### config.mk
export PLATFORM = sky130hd
export DESIGN_NAME = i2c_eeprom_burst_sequencer_top_flat
export DESIGN_NICKNAME = d
export VERILOG_FILES = /design/src/hdl/i2cseq_pkg.sv /design/src/hdl/i2cseq_req_if.sv /design/src/hdl/i2cseq_prim_if.sv /design/src/hdl/i2c_eeprom_burst_sequencer_top.sv /design/src/hdl/i2cseq_front.sv /design/src/hdl/i2cseq_queue.sv /design/src/hdl/i2cseq_back.sv /design/src/flat_wrapper.sv
export SDC_FILE = /design/constraint.sdc
export NUM_CORES = 1
export LEC_CHECK = 0
export BUFFER_PORTS_ARGS = -buffer_cell sky130_fd_sc_hd__buf_2
export CELL_PAD_IN_SITES_DETAIL_PLACEMENT = 1
export CELL_PAD_IN_SITES_GLOBAL_PLACEMENT = 2
export CORE_MARGIN = 5
export CORE_UTILIZATION = 30
export CTS_BUF_LIST = sky130_fd_sc_hd__clkbuf_8
export CTS_CLUSTER_SIZE = 25
export DETAILED_ROUTE_END_ITERATION = 10
export PLACE_DENSITY_LB_ADDON = 0.1
export SETUP_SLACK_MARGIN = 0.3
export SLEW_MARGIN = 20
export SYNTH_ARGS = -nofsm -noshare
export SYNTH_HDL_FRONTEND = slang
export SYNTH_HIERARCHICAL = 1
export SYNTH_SLANG_ARGS = --single-unit
### constraint.sdc
create_clock -name clk -period 3.9 [get_ports clk]
set_clock_uncertainty 0.1 [all_clocks]
set_input_delay 0.39 -clock clk [delete_from_list [all_inputs] [get_ports clk]]
set_output_delay 0.39 -clock clk [all_outputs]
set_load 0.01 [all_outputs]
### src/hdl/i2cseq_pkg.sv
package i2cseq_pkg;

  // Bus primitive codes
  localparam logic [2:0] OP_START   = 3'd0;
  localparam logic [2:0] OP_SEND    = 3'd1;
  localparam logic [2:0] OP_RD_ACK  = 3'd2;
  localparam logic [2:0] OP_RD_NACK = 3'd3;
  localparam logic [2:0] OP_STOP    = 3'd4;
  localparam logic [2:0] OP_WAIT    = 3'd5;

  // Burst modes
  localparam logic MODE_READ  = 1'b0;
  localparam logic MODE_WRITE = 1'b1;

  // Control byte 1010_bbb_r
  localparam logic [7:0] CTRL_BASE = 8'hA0;

  // Register map
  localparam logic REG_WRITE_WAIT = 1'b0;
  localparam logic [7:0] WRITE_WAIT_RESET = 8'd5;

  // Job queue between front and back
  localparam int QUEUE_DEPTH = 4;
  localparam int QPTR_W      = 2;
  localparam int QCNT_W      = 3;

  // Longest primitive sequence of one item
  localparam int SEQ_MAX = 7;
  localparam int STEP_W  = 3;

  // One classified item, as handed from front to back
  typedef struct packed {
    logic       mode;     // burst mode
    logic       hdr;      // addressing header goes first
    logic [2:0] blk;      // block bits of the control byte
    logic [7:0] addr_lo;  // low address byte
    logic [7:0] data;     // write data
    logic       last;     // final item of the burst
    logic       close;    // write page closes after this byte
  } desc_t;

  function automatic logic [7:0] ctrl_byte(input logic [2:0] blk, input logic rd);
    ctrl_byte = CTRL_BASE | {4'b0000, blk, rd};
  endfunction

endpackage

### src/hdl/i2cseq_req_if.sv
interface i2cseq_req_if;
  logic       valid;
  logic       ready;
  logic       mode;
  logic [8:0] address;
  logic [7:0] data;
  logic       last;

  modport source(output valid, mode, address, data, last, input ready);
  modport sink(input valid, mode, address, data, last, output ready);
endinterface

### src/hdl/i2cseq_prim_if.sv
interface i2cseq_prim_if;
  logic       valid;
  logic       ready;
  logic [2:0] op;
  logic [7:0] byte_value;
  logic       last_res;

  modport source(output valid, op, byte_value, last_res, input ready);
  modport sink(input valid, op, byte_value, last_res, output ready);
endinterface

### src/hdl/i2c_eeprom_burst_sequencer_top.sv
// Burst sequencer for a two-block I2C EEPROM: each request item (mode, start address,
// data, last) becomes a run of bus primitives (start, send byte, read with or without
// ack, stop, write-cycle wait). The front classifies an item in the cycle it is
// accepted and queues it (four entries); the back drives one primitive per cycle while a
// job is queued and the output channel accepts them. An item causes 1 primitive for a plain read or
// write byte, 2 for a closing read, 3 for a page-closing write, 6 for a one-byte write
// page and up to 7 for a first read. MEM_BYTES and PAGE_BYTES must be powers of two;
// the block does not check it. write_wait_ms sits at byte address 0 and resets to 5.
module i2c_eeprom_burst_sequencer_top #(
  parameter int MEM_BYTES  = 512,
  parameter int PAGE_BYTES = 16
) (
  input  logic        clk,
  input  logic        rst,
  i2cseq_req_if.sink  req,
  i2cseq_prim_if.source prim,
  input  logic        psel,
  input  logic        penable,
  input  logic        pwrite,
  input  logic [2:0]  paddr,
  input  logic [31:0] pwdata,
  output logic [31:0] prdata,
  output logic        pready
);
  import i2cseq_pkg::*;

  logic [7:0] write_wait_ms;
  logic       q_push;
  logic       q_full;
  logic       q_pop;
  logic       q_valid;
  desc_t      q_desc;
  desc_t      head_desc;

  // Configuration register
  assign pready = 1'b1;
  assign prdata = (paddr[2] == REG_WRITE_WAIT) ? {24'd0, write_wait_ms} : 32'd0;

  always_ff @(posedge clk) begin
    if (rst) begin
      write_wait_ms <= WRITE_WAIT_RESET;
    end else if (psel && penable && pwrite && pready && (paddr[2] == REG_WRITE_WAIT)) begin
      write_wait_ms <= pwdata[7:0];
    end
  end

  i2cseq_front #(
    .MEM_BYTES (MEM_BYTES),
    .PAGE_BYTES(PAGE_BYTES)
  ) u_front (
    .clk   (clk),
    .rst   (rst),
    .req   (req),
    .q_full(q_full),
    .q_push(q_push),
    .q_desc(q_desc)
  );

  i2cseq_queue u_queue (
    .clk       (clk),
    .rst       (rst),
    .push      (q_push),
    .push_desc (q_desc),
    .full      (q_full),
    .pop       (q_pop),
    .head_valid(q_valid),
    .head_desc (head_desc)
  );

  i2cseq_back u_back (
    .clk          (clk),
    .rst          (rst),
    .job_valid    (q_valid),
    .job          (head_desc),
    .pop          (q_pop),
    .write_wait_ms(write_wait_ms),
    .prim         (prim)
  );

`ifndef SYNTHESIS
  // A no-ack read is always followed by stop within the same item
  assert property (@(posedge clk) disable iff (rst)
    (prim.valid && prim.ready && prim.op == OP_RD_NACK) |-> !prim.last_res)
    else $error("no-ack read closed an item");

  // Wait closes its item and carries the configured time
  assert property (@(posedge clk) disable iff (rst)
    (prim.valid && prim.ready && prim.op == OP_WAIT) |->
      (prim.last_res && prim.byte_value == write_wait_ms))
    else $error("bad write-cycle wait primitive");

  // A start never ends an item
  assert property (@(posedge clk) disable iff (rst)
    (prim.valid && prim.ready && prim.op == OP_START) |-> !prim.last_res)
    else $error("start closed an item");

  // The queue never drains a job that is not there
  assert property (@(posedge clk) disable iff (rst)
    q_pop |-> q_valid)
    else $error("job popped from empty queue");
`endif

endmodule

### src/hdl/i2cseq_front.sv
module i2cseq_front #(
  parameter int MEM_BYTES  = 512,
  parameter int PAGE_BYTES = 16
) (
  input  logic                clk,
  input  logic                rst,
  i2cseq_req_if.sink          req,
  input  logic                q_full,
  output logic                q_push,
  output i2cseq_pkg::desc_t   q_desc
);
  import i2cseq_pkg::*;

  localparam int ADDR_W = $clog2(MEM_BYTES);
  localparam int PG_W   = $clog2(PAGE_BYTES);
  localparam int EXT_W  = (ADDR_W > 9) ? ADDR_W : 9;

  logic              burst_open, burst_open_next;
  logic              burst_mode, burst_mode_next;
  logic              page_open, page_open_next;
  logic [ADDR_W-1:0] next_address, next_address_next;

  logic              first;
  logic              mode_eff;
  logic              page_eff;
  logic [EXT_W-1:0]  addr_ext;
  logic [ADDR_W-1:0] addr_cur;
  logic [ADDR_W-1:0] addr_inc;
  logic [ADDR_W+2:0] addr_hi;
  logic              close;

  assign req.ready = !q_full;
  assign q_push    = req.valid && !q_full;

  // Classify the item against the burst state
  always_comb begin
    first    = !burst_open;
    mode_eff = first ? req.mode : burst_mode;
    page_eff = first ? 1'b0 : page_open;
    addr_ext = EXT_W'(req.address);
    addr_cur = first ? addr_ext[ADDR_W-1:0] : next_address;
    addr_inc = addr_cur + ADDR_W'(1);
    addr_hi  = (ADDR_W+3)'(addr_cur) >> 8;
    close    = (mode_eff == MODE_WRITE) &&
               (req.last || (addr_inc[PG_W-1:0] == '0));

    q_desc.mode    = mode_eff;
    q_desc.hdr     = (mode_eff == MODE_READ) ? first : !page_eff;
    q_desc.blk     = addr_hi[2:0];
    q_desc.addr_lo = addr_cur[7:0];
    q_desc.data    = req.data;
    q_desc.last    = req.last;
    q_desc.close   = close;
  end

  // Burst state after this item
  always_comb begin
    burst_open_next   = burst_open;
    burst_mode_next   = burst_mode;
    page_open_next    = page_open;
    next_address_next = next_address;
    if (q_push) begin
      burst_mode_next   = mode_eff;
      next_address_next = addr_inc;
      if (req.last) begin
        burst_open_next = 1'b0;
        page_open_next  = 1'b0;
      end else begin
        burst_open_next = 1'b1;
        page_open_next  = (mode_eff == MODE_WRITE) ? !close : page_eff;
      end
    end
  end

  always_ff @(posedge clk) begin
    if (rst) begin
      burst_open   <= 1'b0;
      burst_mode   <= 1'b0;
      page_open    <= 1'b0;
      next_address <= '0;
    end else begin
      burst_open   <= burst_open_next;
      burst_mode   <= burst_mode_next;
      page_open    <= page_open_next;
      next_address <= next_address_next;
    end
  end

endmodule

### src/hdl/i2cseq_queue.sv
module i2cseq_queue (
  input  logic              clk,
  input  logic              rst,
  input  logic              push,
  input  i2cseq_pkg::desc_t push_desc,
  output logic              full,
  input  logic              pop,
  output logic              head_valid,
  output i2cseq_pkg::desc_t head_desc
);
  import i2cseq_pkg::*;

  desc_t             entries [QUEUE_DEPTH];
  logic [QPTR_W-1:0] wr_ptr;
  logic [QPTR_W-1:0] rd_ptr;
  logic [QCNT_W-1:0] count;

  assign full       = (count == QCNT_W'(QUEUE_DEPTH));
  assign head_valid = (count != '0);
  assign head_desc  = entries[rd_ptr];

  // Entry storage
  always_ff @(posedge clk) begin
    if (push) begin
      entries[wr_ptr] <= push_desc;
    end
  end

  // Pointers and fill count
  always_ff @(posedge clk) begin
    if (rst) begin
      wr_ptr <= '0;
      rd_ptr <= '0;
      count  <= '0;
    end else begin
      if (push) begin
        wr_ptr <= wr_ptr + QPTR_W'(1);
      end
      if (pop) begin
        rd_ptr <= rd_ptr + QPTR_W'(1);
      end
      unique case ({push, pop})
        2'b10:   count <= count + QCNT_W'(1);
        2'b01:   count <= count - QCNT_W'(1);
        default: count <= count;
      endcase
    end
  end

endmodule

### src/hdl/i2cseq_back.sv
module i2cseq_back (
  input  logic              clk,
  input  logic              rst,
  input  logic              job_valid,
  input  i2cseq_pkg::desc_t job,
  output logic              pop,
  input  logic [7:0]        write_wait_ms,
  i2cseq_prim_if.source     prim
);
  import i2cseq_pkg::*;

  logic [2:0]        seq_op  [SEQ_MAX];
  logic [7:0]        seq_val [SEQ_MAX];
  logic [STEP_W-1:0] seq_len;
  logic [STEP_W-1:0] step;
  logic              load;
  logic              final_step;

  logic              out_valid;
  logic [2:0]        out_op;
  logic [7:0]        out_val;
  logic              out_last;

  // Expand the job into its primitive list
  always_comb begin
    logic [STEP_W-1:0] n;
    n = '0;
    for (int i = 0; i < SEQ_MAX; i++) begin
      seq_op[i]  = OP_START;
      seq_val[i] = 8'd0;
    end
    if (job.hdr) begin
      seq_op[n] = OP_START; seq_val[n] = 8'd0;                     n = n + STEP_W'(1);
      seq_op[n] = OP_SEND;  seq_val[n] = ctrl_byte(job.blk, 1'b0); n = n + STEP_W'(1);
      seq_op[n] = OP_SEND;  seq_val[n] = job.addr_lo;              n = n + STEP_W'(1);
      if (job.mode == MODE_READ) begin
        seq_op[n] = OP_START; seq_val[n] = 8'd0;                     n = n + STEP_W'(1);
        seq_op[n] = OP_SEND;  seq_val[n] = ctrl_byte(job.blk, 1'b1); n = n + STEP_W'(1);
      end
    end
    if (job.mode == MODE_READ) begin
      if (job.last) begin
        seq_op[n] = OP_RD_NACK; n = n + STEP_W'(1);
        seq_op[n] = OP_STOP;    n = n + STEP_W'(1);
      end else begin
        seq_op[n] = OP_RD_ACK;  n = n + STEP_W'(1);
      end
    end else begin
      seq_op[n] = OP_SEND; seq_val[n] = job.data; n = n + STEP_W'(1);
      if (job.close) begin
        seq_op[n] = OP_STOP;                               n = n + STEP_W'(1);
        seq_op[n] = OP_WAIT; seq_val[n] = write_wait_ms;   n = n + STEP_W'(1);
      end
    end
    seq_len = n;
  end

  // One primitive per cycle into the output register while it is empty or being taken
  assign load       = job_valid && (!out_valid || prim.ready);
  assign final_step = (step == seq_len - STEP_W'(1));
  assign pop        = load && final_step;

  always_ff @(posedge clk) begin
    if (rst) begin
      step      <= '0;
      out_valid <= 1'b0;
    end else begin
      if (load) begin
        step      <= final_step ? '0 : step + STEP_W'(1);
        out_valid <= 1'b1;
      end else if (prim.ready) begin
        out_valid <= 1'b0;
      end
    end
  end

  always_ff @(posedge clk) begin
    if (load) begin
      out_op   <= seq_op[step];
      out_val  <= seq_val[step];
      out_last <= final_step;
    end
  end

  assign prim.valid      = out_valid;
  assign prim.op         = out_op;
  assign prim.byte_value = out_val;
  assign prim.last_res   = out_last;

endmodule
### src/flat_wrapper.sv
// flat-port wrapper written by rule: the top's interface ports become plain ports
module i2c_eeprom_burst_sequencer_top_flat import i2cseq_pkg::*;
#(
  parameter int MEM_BYTES  = 512,
  parameter int PAGE_BYTES = 16
)
  (clk, rst, psel, penable, pwrite, paddr, pwdata, prdata, pready, req_valid, req_mode, req_address, req_data, req_last, req_ready, prim_valid, prim_op, prim_byte_value, prim_last_res, prim_ready);
  i2cseq_req_if req_i ();
  i2cseq_prim_if prim_i ();
  input  logic clk;
  input  logic rst;
  input  logic psel;
  input  logic penable;
  input  logic pwrite;
  input  logic [2:0] paddr;
  input  logic [31:0] pwdata;
  output logic [31:0] prdata;
  output logic pready;
  input wire logic [$bits(req_i.valid)-1:0] req_valid;
  input wire logic [$bits(req_i.mode)-1:0] req_mode;
  input wire logic [$bits(req_i.address)-1:0] req_address;
  input wire logic [$bits(req_i.data)-1:0] req_data;
  input wire logic [$bits(req_i.last)-1:0] req_last;
  output wire logic [$bits(req_i.ready)-1:0] req_ready;
  output wire logic [$bits(prim_i.valid)-1:0] prim_valid;
  output wire logic [$bits(prim_i.op)-1:0] prim_op;
  output wire logic [$bits(prim_i.byte_value)-1:0] prim_byte_value;
  output wire logic [$bits(prim_i.last_res)-1:0] prim_last_res;
  input wire logic [$bits(prim_i.ready)-1:0] prim_ready;
  assign req_i.valid = req_valid;
  assign req_i.mode = req_mode;
  assign req_i.address = req_address;
  assign req_i.data = req_data;
  assign req_i.last = req_last;
  assign req_ready = req_i.ready;
  assign prim_valid = prim_i.valid;
  assign prim_op = prim_i.op;
  assign prim_byte_value = prim_i.byte_value;
  assign prim_last_res = prim_i.last_res;
  assign prim_i.ready = prim_ready;
  i2c_eeprom_burst_sequencer_top #(.MEM_BYTES(MEM_BYTES), .PAGE_BYTES(PAGE_BYTES)) u_core (.clk(clk), .rst(rst), .req(req_i), .prim(prim_i), .psel(psel), .penable(penable), .pwrite(pwrite), .paddr(paddr), .pwdata(pwdata), .prdata(prdata), .pready(pready));
endmodule
# Yosys cells after proc, flatten, opt, wreduce, memory -nomap -nowiden
# Memory sizes are Yosys's and may differ from the RTL's. A register that Yosys moved wholly into a read port is not among the register bits.
# Cells that the tools add are included.
[word_totals]
register_bits = 43
ramBits = 84
inputBits = 61
output_inout_bits = 47
wordCells = 126
n_memories = 1
[memory_table]
columns = ["memory", "depth", "width", "read_ports", "rd_ports_with_merged_regs", "write_ports", "line_no", "rtl"]
rows = [
  ["u_core.u_queue.entries", 4, 21, 1, 1, 1, "i2cseq_queue.sv:13", "desc_t entries [QUEUE_DEPTH];"],
]
[op_classes]
add_sub_neg = 10
magnitude_cmp = 7
n_eq_ne = 4
mux = 48
bitwise_logic = 22
reduce_logical = 21
[ops]
columns = ["op", "count"]
rows = [
  ["$bwmux 56", 2],
  ["$mux 56", 2],
  ["$mux 21", 3],
  ["$and 14x14->14", 4],
  ["$demux 8 s3", 2],
  ["$mux 8", 6],
  ["$not 14->14", 3],
  ["$mux 3", 11],
  ["$mux 32", 1],
  ["$or 14x14->14", 2],
  ["$or 7x7->7", 4],
  ["$demux 3 s3", 3],
  ["$bmux 8 s3", 1],
  ["$ge 4x4->1 const B", 4],
  ["$not 3->4", 4],
  ["$add 3x1->3 const B", 5],
  ["$and 7x7->7", 2],
  ["$not 7->7", 2],
  ["$lt 4x1->1 const B", 3],
  ["$mux 1", 11],
  ["$logic_and 1x1->1", 10],
  ["$mux 10", 1],
  ["$add 9x1->9 const B", 1],
  ["$bmux 3 s3", 1],
  ["other kinds (15)", 24],
]

# Depth between registers and ports, before layout
# Gate-level depths: netlist (run 1).
[logic_depth]
ltp_word = 16
ltp_mapped = 18

# By module
# Netlist (run 1), hierarchy kept.
[by_module_without_submodules]
columns = ["module", "n_inst", "cells_per_inst", "area_per_inst_um2", "seq_area_each_um2"]
rows = [
  ["i2cseq_queue", 1, 167, 3788.6, 2942.8],
  ["i2cseq_back", 1, 215, 1680.4, 440.4],
  ["i2cseq_front", 1, 116, 983.4, 240.2],
  ["i2c_eeprom_burst_sequencer_top", 1, 70, 620.6, 160.2],
]

# Least setup slack after synthesis (run 1)
# No wires, ideal clock.
[synth_path]
path_type = "reg2reg"
startpoint = "register (tool-made name)"
endpoint = "register u_core.u_queue.count[2]"
setup_ns = 0.070
t_arrival_ns = 4.091
t_required_ns = 3.730
slack_ns = -0.361
path_stages_with_launch = 19
path_buffers = 3
period_less_slack_ns = 4.261
path_cell_list = "dfxtp_1 -> buf_6 -> buf_12 -> mux4_2 -> buf_2 -> inv_1 -> ha_1 -> inv_1 -> o21ai_0 -> ha_1 -> xor2_1 -> xnor2_1 -> nor4_2 -> ha_1 -> inv_1 -> fa_1 -> xor2_1 -> or3_1 -> a21oi_1"
[synth_lines]
columns = ["element", "line_no", "rtl"]
rows = [
  ["to (signal assigned)", "i2cseq_queue.sv:43", "2'b10: count <= count + QCNT_W'(1);"],
  ["to (signal assigned)", "i2cseq_queue.sv:44", "2'b01: count <= count - QCNT_W'(1);"],
  ["to (signal assigned)", "i2cseq_queue.sv:45", "default: count <= count;"],
  ["to (decl)", "i2cseq_queue.sv:16", "logic [QCNT_W-1:0] count;"],
]

==> reports/results.ini, run 1 <==
[run_status]
status=finished, final reports clean

[yosys]
yosysTopAreaCellShare_pct=44.2
syn_avg_cell_area_um2=12.5
synthTopCellsByArea=edfxtp_1, dfxtp_1, mux4_2
synth-seq-cells=137
synth_edf_count=104
syn_inst=568
synth_warnings=6
yosysTopAreaCell=edfxtp_1
yosysSeqAreaShare_pct=53.5
async_flop_share_pct=0
syn-cell-area_um2=7070
synth.distinct_cells=75
synth_flop_cell=edfxtp_1

[timing]
fin_crit_ns=3.55
relSlewSlack_pct=46.5
final_max_slew_viol_count=0
final_hold_viol_count=0
grt_setup_unrepaired=yes
finalSetupViolations=0
tightestPinTransition_ns=0.801
fmax_ghz=0.282
min_period_over_period_pct=90.9
holdWs_ns=0.0539
fin_setup_tns_ns=0

[cts]
clock_sinks=137
tritoncts=built
clk_pin_slew_ns=0.09
clk_latency_ns=0.45
ctsHtreeMaxLevel=4
cts_buffers=17
cts_root_buf=clkbuf_8
ctsLongestPathBuffers=2
hold_buffers=0

[grt]
grt_pass1_wl_um=28800
grt_util_all_layers_pct=14.1
grt_pass1_vias=4982
grt_max_degree=31
grt_antenna_before_repair=2
grt_overflow=0

[min_path]
min_path_type=primary input to register
hold_start=req_data[5]
hold_depth=1
holdPathEnd=u_core/u_queue/entries[3][7]

[routing]
wirelength_um=18400
drt_pass1_iterations=5
drc=0
final_antenna_net_count=0
drt-initial-drc-count=202
via_per_inst=4.82
wl_per_cell_um=19.2
vias=4617

[worst_setup_path]
end_kind=register
cpPeakStageDelay_ns=0.53
critPathRequiredTime_ns=4.18
crit_path_top_delay_cell=mux4_2
cp_cell_sequence=mux4_2, inv_2, ha_1, inv_1, o21ai_2, ha_2, xnor2_1, nor4_4, ha_2, inv_2, fa_2, xor2_1, or3_1, a21oi_1
cp-start-kind=register
cp_max_fo=4
critPathKind=register to register
critical_path_arrival_ns=3.82
worstRegToRegCells=14
reg2reg_slack_ns=0.35
r2r-end=u_core/u_queue/count[2]

[finish]
synthToLayoutAreaGrowth_pct=12.9
diodes=0
drive_gt1_share_pct=26.5
n_fill_cell=2549
nets=702

[die]
fp.dieW_um=164
die_y_um=164
start_util_pct=30.3
ios=108
fp.coreArea_um2=23300
die-area_um2=26700
rows=56

[power_and_ir_drop]
p_sw_share_pct=37.2
p_total_mw=4.93
p_comb_share_pct=37.0
vdd_ir_drop_max_mv=0.189
switching_power_mw=1.83
pwr-share-clk_pct=23.8
powerDensity_nw_per_um2=617
leakagePower_nw=2.89
pwr-share-seq_pct=39.2
intPower_mw=3.09

[placed_design]
numPortBuffers=56
place.gp.congestion=0.793
dp_hpwl_um=12900

[flow_run]
max-cap-violations=0

## through the flow
stage / area (um^2) / util (%) / setup slack [ns] / cells
6_report: 7990 / 34.2 / 0.354 / 957
5_1_grt: 7990 / 34.2 / 0.120 / 957
4_1_cts: 7990 / 34.2 / 0.316 / 957
3_5_place_dp: 7540 / 32.3 / 0.0733 / 921
3_3_place_gp: 7540 / 32.3 / 0.164 / 921
2_1_floorplan: 7210 / - / -0.0258 / 592
## state kept, by name (all words and copies together), names as in the netlist, named ones only
register                       count
u_core/u_queue/entries            92
u_core/u_front/next_address        9
u_core/u_back/prim.valid           1
u_core/write_wait_ms               8
u_core/u_queue/count               3
u_core/u_queue/wr_ptr              2
u_core/u_back/prim.op              3
u_core/u_back/prim.last_res        1
u_core/u_queue/rd_ptr              2
u_core/u_front/page_open           1
u_core/u_back/step                 3
u_core/u_front/burst_open          1
u_core/u_back/prim.byte_value      8
u_core/u_front/burst_mode          1
## routing by layer
| layer | GRT usage, % | part of all wire [%] | vias to the layer above |
|---|---|---|---|
| met5 | 0 | 0.071 | - |
| met4 | 3.05 | 0.47 | 2 |
| met3 | 3.66 | 4.4 | 9 |
| met2 | 24.1 | 50 | 100 |
| met1 | 18.2 | 46 | 2351 |
| li1 | - | - | 2155 |
## critical path, delay by kind of cell, from the launching register on
| kind | cells | cell delay, ns |
|---|---|---|
| compound gates | 2 | 0.20 |
| simple gates | 2 | 0.63 |
| mux | 1 | 0.53 |
| fa+ha+maj | 4 | 1.09 |
| buf+inv | 3 | 0.22 |
| xor+xnor | 2 | 0.32 |
| flops | 1 | 0.39 |
## repair_timing
action                                  in CTS  in global routing
endpoints found under the setup margin       2                  1
resized for setup                            5                  0
pin swaps                                    3                  1
setup buffers                                4                  0
## Yosys cell counts, types with 6 or more instances
| master | instances |
|---|---|
| dfxtp_1 | 33 |
| buf_2 | 12 |
| ha_1 | 15 |
| nor3b_1 | 6 |
| buf_4 | 39 |
| xnor2_1 | 9 |
| and2b_2 | 8 |
| clkbuf_1 | 10 |
| nor2_1 | 28 |
| nor3_1 | 9 |
| edfxtp_1 | 104 |
| nor2b_1 | 14 |
| nand2b_1 | 20 |
| nand3_1 | 14 |
| mux2_2 | 7 |
| mux4_2 | 20 |
| nand2_1 | 33 |
| mux2i_1 | 15 |
| a31oi_1 | 6 |
| inv_1 | 23 |
| o21ai_0 | 18 |
| a21oi_1 | 24 |
## cells by family (layout without fill, tap and decap cells)
logic type / count (synthesis) / after routing / share of synthesized area (%)
flip-flops: 137 / 137 / 53.5
AND/OR/NAND/NOR: 168 / 168 / 14.0
AO/OA/AOI/OAI: 92 / 92 / 8.72
adder cells (fa/ha/maj): 16 / 16 / 2.94
multiplexers: 45 / 45 / 10.7
other: 3 / 27 / 0.159
XOR/XNOR: 14 / 14 / 1.73
buffers and inverters: 93 / 139 / 8.24
## layout by cell type, fill, tap and decap left out, drive strengths merged, types with 7 or more instances in the layout
| master | n |
|---|---|
| buf | 83 |
| nand3 | 14 |
| nor3 | 9 |
| nor2b | 14 |
| a21oi | 24 |
| inv | 33 |
| nand2b | 20 |
| ha | 15 |
| nor2 | 28 |
| xnor2 | 9 |
| conb | 27 |
| mux2i | 15 |
| mux4 | 23 |
| edfxtp | 104 |
| and2b | 8 |
| o21ai | 19 |
| clkbuf | 17 |
| mux2 | 7 |
| dfxtp | 33 |
| nand2 | 34 |
## power groups by stage
stage                     Sequential [mW]  Combinational [mW]  Clock, mW
final                                1.93                1.82       1.17
after global routing                 1.95                2.00       1.30
after CTS                            1.93                1.86       1.23
after detailed placement             1.97                1.80          0
after global placement               1.96                1.78          0
after floorplan                      1.98                1.27          0
## worst max path at each step
| stage | end | slack (ns) |
|---|---|---|
| 3_5_place_dp | u_core/u_queue/count[2] | 0.07 |
| 3_3_place_gp | u_core/u_queue/count[2] | 0.16 |
| 4_1_cts | u_core/u_queue/count[2] | 0.32 |
| 6_report | u_core/u_queue/count[2] | 0.35 |
| 5_1_grt | u_core/u_queue/count[2] | 0.12 |
| 2_1_floorplan | u_core/u_queue/count[2] | -0.03 |
## cell type report
class | count | area [um^2] | area share (%)
Timing Repair Buffer | 83 | 483 | 6.05
Clock buffer | 17 | 234 | 2.93
Clock inverter | 15 | 159 | 1.99
Inverter | 24 | 95.1 | 1.19
Multi-Input combinational cell | 362 | 2830 | 35.4
Tap cell | 319 | 399 | 5.00
Sequential cell | 137 | 3790 | 47.4
No activity file was read; power rests on OpenSTA's default activity.
==> run 2, diff against run 1 <==
- GPL_TIMING_DRIVEN: default -> 0
- HOLD_SLACK_MARGIN: default -> 0.15
==> run 2 against run 1 <==
- non-clock buffer count rose by 73
- hold slack improved by 0.23 ns
- via count rose by 6.3%
- first-iteration DRC count rose by 57%
- flip-flop and latch count did not move
- count of clock-buffer cells in the layout did not move
- register-to-register slack got worse by 0.23 ns
- utilization rose by 3.4 points
==> reports/results.ini, run 2 (synthesis results as in run 1) <==
[flow_run]
max-cap-violations=0

[finish]
design_area_um2=8780
synthToLayoutAreaGrowth_pct=24.1
drive_gt1_share_pct=32.5
mostFrequentLayoutCell=edfxtp_1
final_cell_mix=edfxtp_1, buf_4, buf_2
diodes=0
reg.largest.list=u_core/u_queue/entries x92, u_core/u_front/next_address x9
largest_reg_flops=92
largest-register=u_core/u_queue/entries
nets=775

[power_and_ir_drop]
powerDensity_nw_per_um2=621
leakagePower_nw=3.28
vdd_ir_drop_max_mv=0.228
p_total_mw=5.45

[run_status]
status=finished, final reports clean

[die]
fp.dieW_um=164
rows=56
start_util_pct=30.3
die-area_um2=26700
ios=108
die_y_um=164
fp.coreArea_um2=23300

[min_path]
min_path_type=primary input to register
hold_start=rst

[timing]
fmax_ghz=0.265
min_period_over_period_pct=96.8
final_max_slew_viol_count=0
relSlewSlack_pct=52.6
final_hold_viol_count=0
tightestPinTransition_ns=0.711
grt_setup_unrepaired=yes
fin_crit_ns=3.77
finalSetupViolations=0

[cts]
tritoncts=built
ctsHtreeMaxLevel=4
clock_sinks=137
cts_root_buf=clkbuf_8
clk_latency_ns=0.45
clk_pin_slew_ns=0.09
cts_buffers=17
ctsLongestPathBuffers=2

[routing]
vias=4907
drt_pass1_iterations=4
wirelength_um=19400
drc=0
wl_per_cell_um=18.9
drt-initial-drc-count=317
final_antenna_net_count=0
via_per_inst=4.76

[grt]
grt_max_degree=24
grt_overflow=0
grt_util_all_layers_pct=14.9
grt_antenna_before_repair=0
grt_pass1_wl_um=30100
grt_pass1_vias=5262

[placed_design]
place.gp.congestion=0.835
dp_hpwl_um=13900
numPortBuffers=48
dpl-instance-area_um2=7850

[worst_setup_path]
cp_max_fo=5
critical_path_arrival_ns=4.07
critPathKind=register to register
critPathRequiredTime_ns=4.19
cp-start-kind=register
end_kind=register

[run 2: final cells by class]
cell class	instances	area, um^2
plain buffers	69	542
clock buffers	17	234
clock inverters	15	189
fillers	2551	14600
inverters	24	97.6
multi-input cells	362	2950
flip-flops and latches	137	3790
well taps	319	399
repair buffers	87	578
[run 2: worst max-delay path, stage by stage (launching register included)]
cell and delay [ns]:
dfxtp_2 0.34, buf_6 0.13, buf_12 0.11, mux4_2 0.54, buf_8 0.17, buf_8 0.12
buf_8 0.11, nor2_4 0.06, o21a_1 0.16, ha_4 0.23, xnor2_4 0.13, nor4_4 0.31
ha_2 0.24, inv_2 0.04, fa_2 0.33, xor2_1 0.18, or3_1 0.33, a21oi_2 0.11
[run 2: final timing paths]
| kind | endpoint | slack, ns | cells after the start |
|---|---|---|---|
| worst max-delay path | u_core/u_queue/count[2] | 0.13 | 17 |
| worst min-delay path | u_core/u_back/prim.valid | 0.28 | 2 |
| worst max register to register | u_core/u_queue/count[2] | 0.13 | 17 |
| worst min register to register | u_core/u_front/next_address[7] | 0.36 | 2 |
[run 2: power by group]
part	switching (mW)	internal [mW]	total [mW]
logic	1.26	1.01	2.26
registers	0.0846	1.85	1.93
clock network	0.609	0.646	1.26
total	1.95	3.50	5.45
[run 2: repair_timing]
item,CTS,global route
hold buffers,18,0
endpoints found under the setup margin,16,2
pin swaps,8,4
hold endpoints to repair,43,0
resized for setup,29,8
buffers inserted,19,2
cloned,0,0
[run 2: routing by layer]
metal  up-vias  routed length [um]  global-route usage [%]
met3        21                 949                    3.43
met2       127                9410                    24.8
met4         0                 354                    4.92
met1      2458                8740                    19.1
met5         -                   0                       0
li1       2301                   -                       -
[run 2: through the flow]
| step | utilization, % | worst slack, ns | setup TNS (ns) | cells | hold WS (ns) |
|---|---|---|---|---|---|
| 6_report | 37.6 | 0.126 | 0 | 1030 | 0.279 |
| 5_1_grt | 37.6 | -0.0266 | -0.0266 | 1030 | 0.278 |
| 4_1_cts | 37.3 | 0.00298 | 0 | 1028 | 0.252 |
| 3_5_place_dp | 33.6 | -0.722 | -1.40 | 959 | 0.354 |
| 3_3_place_gp | 33.6 | -0.719 | -1.42 | 959 | 0.341 |
| 2_1_floorplan | - | -0.0258 | -0.0258 | 592 | 0.320 |
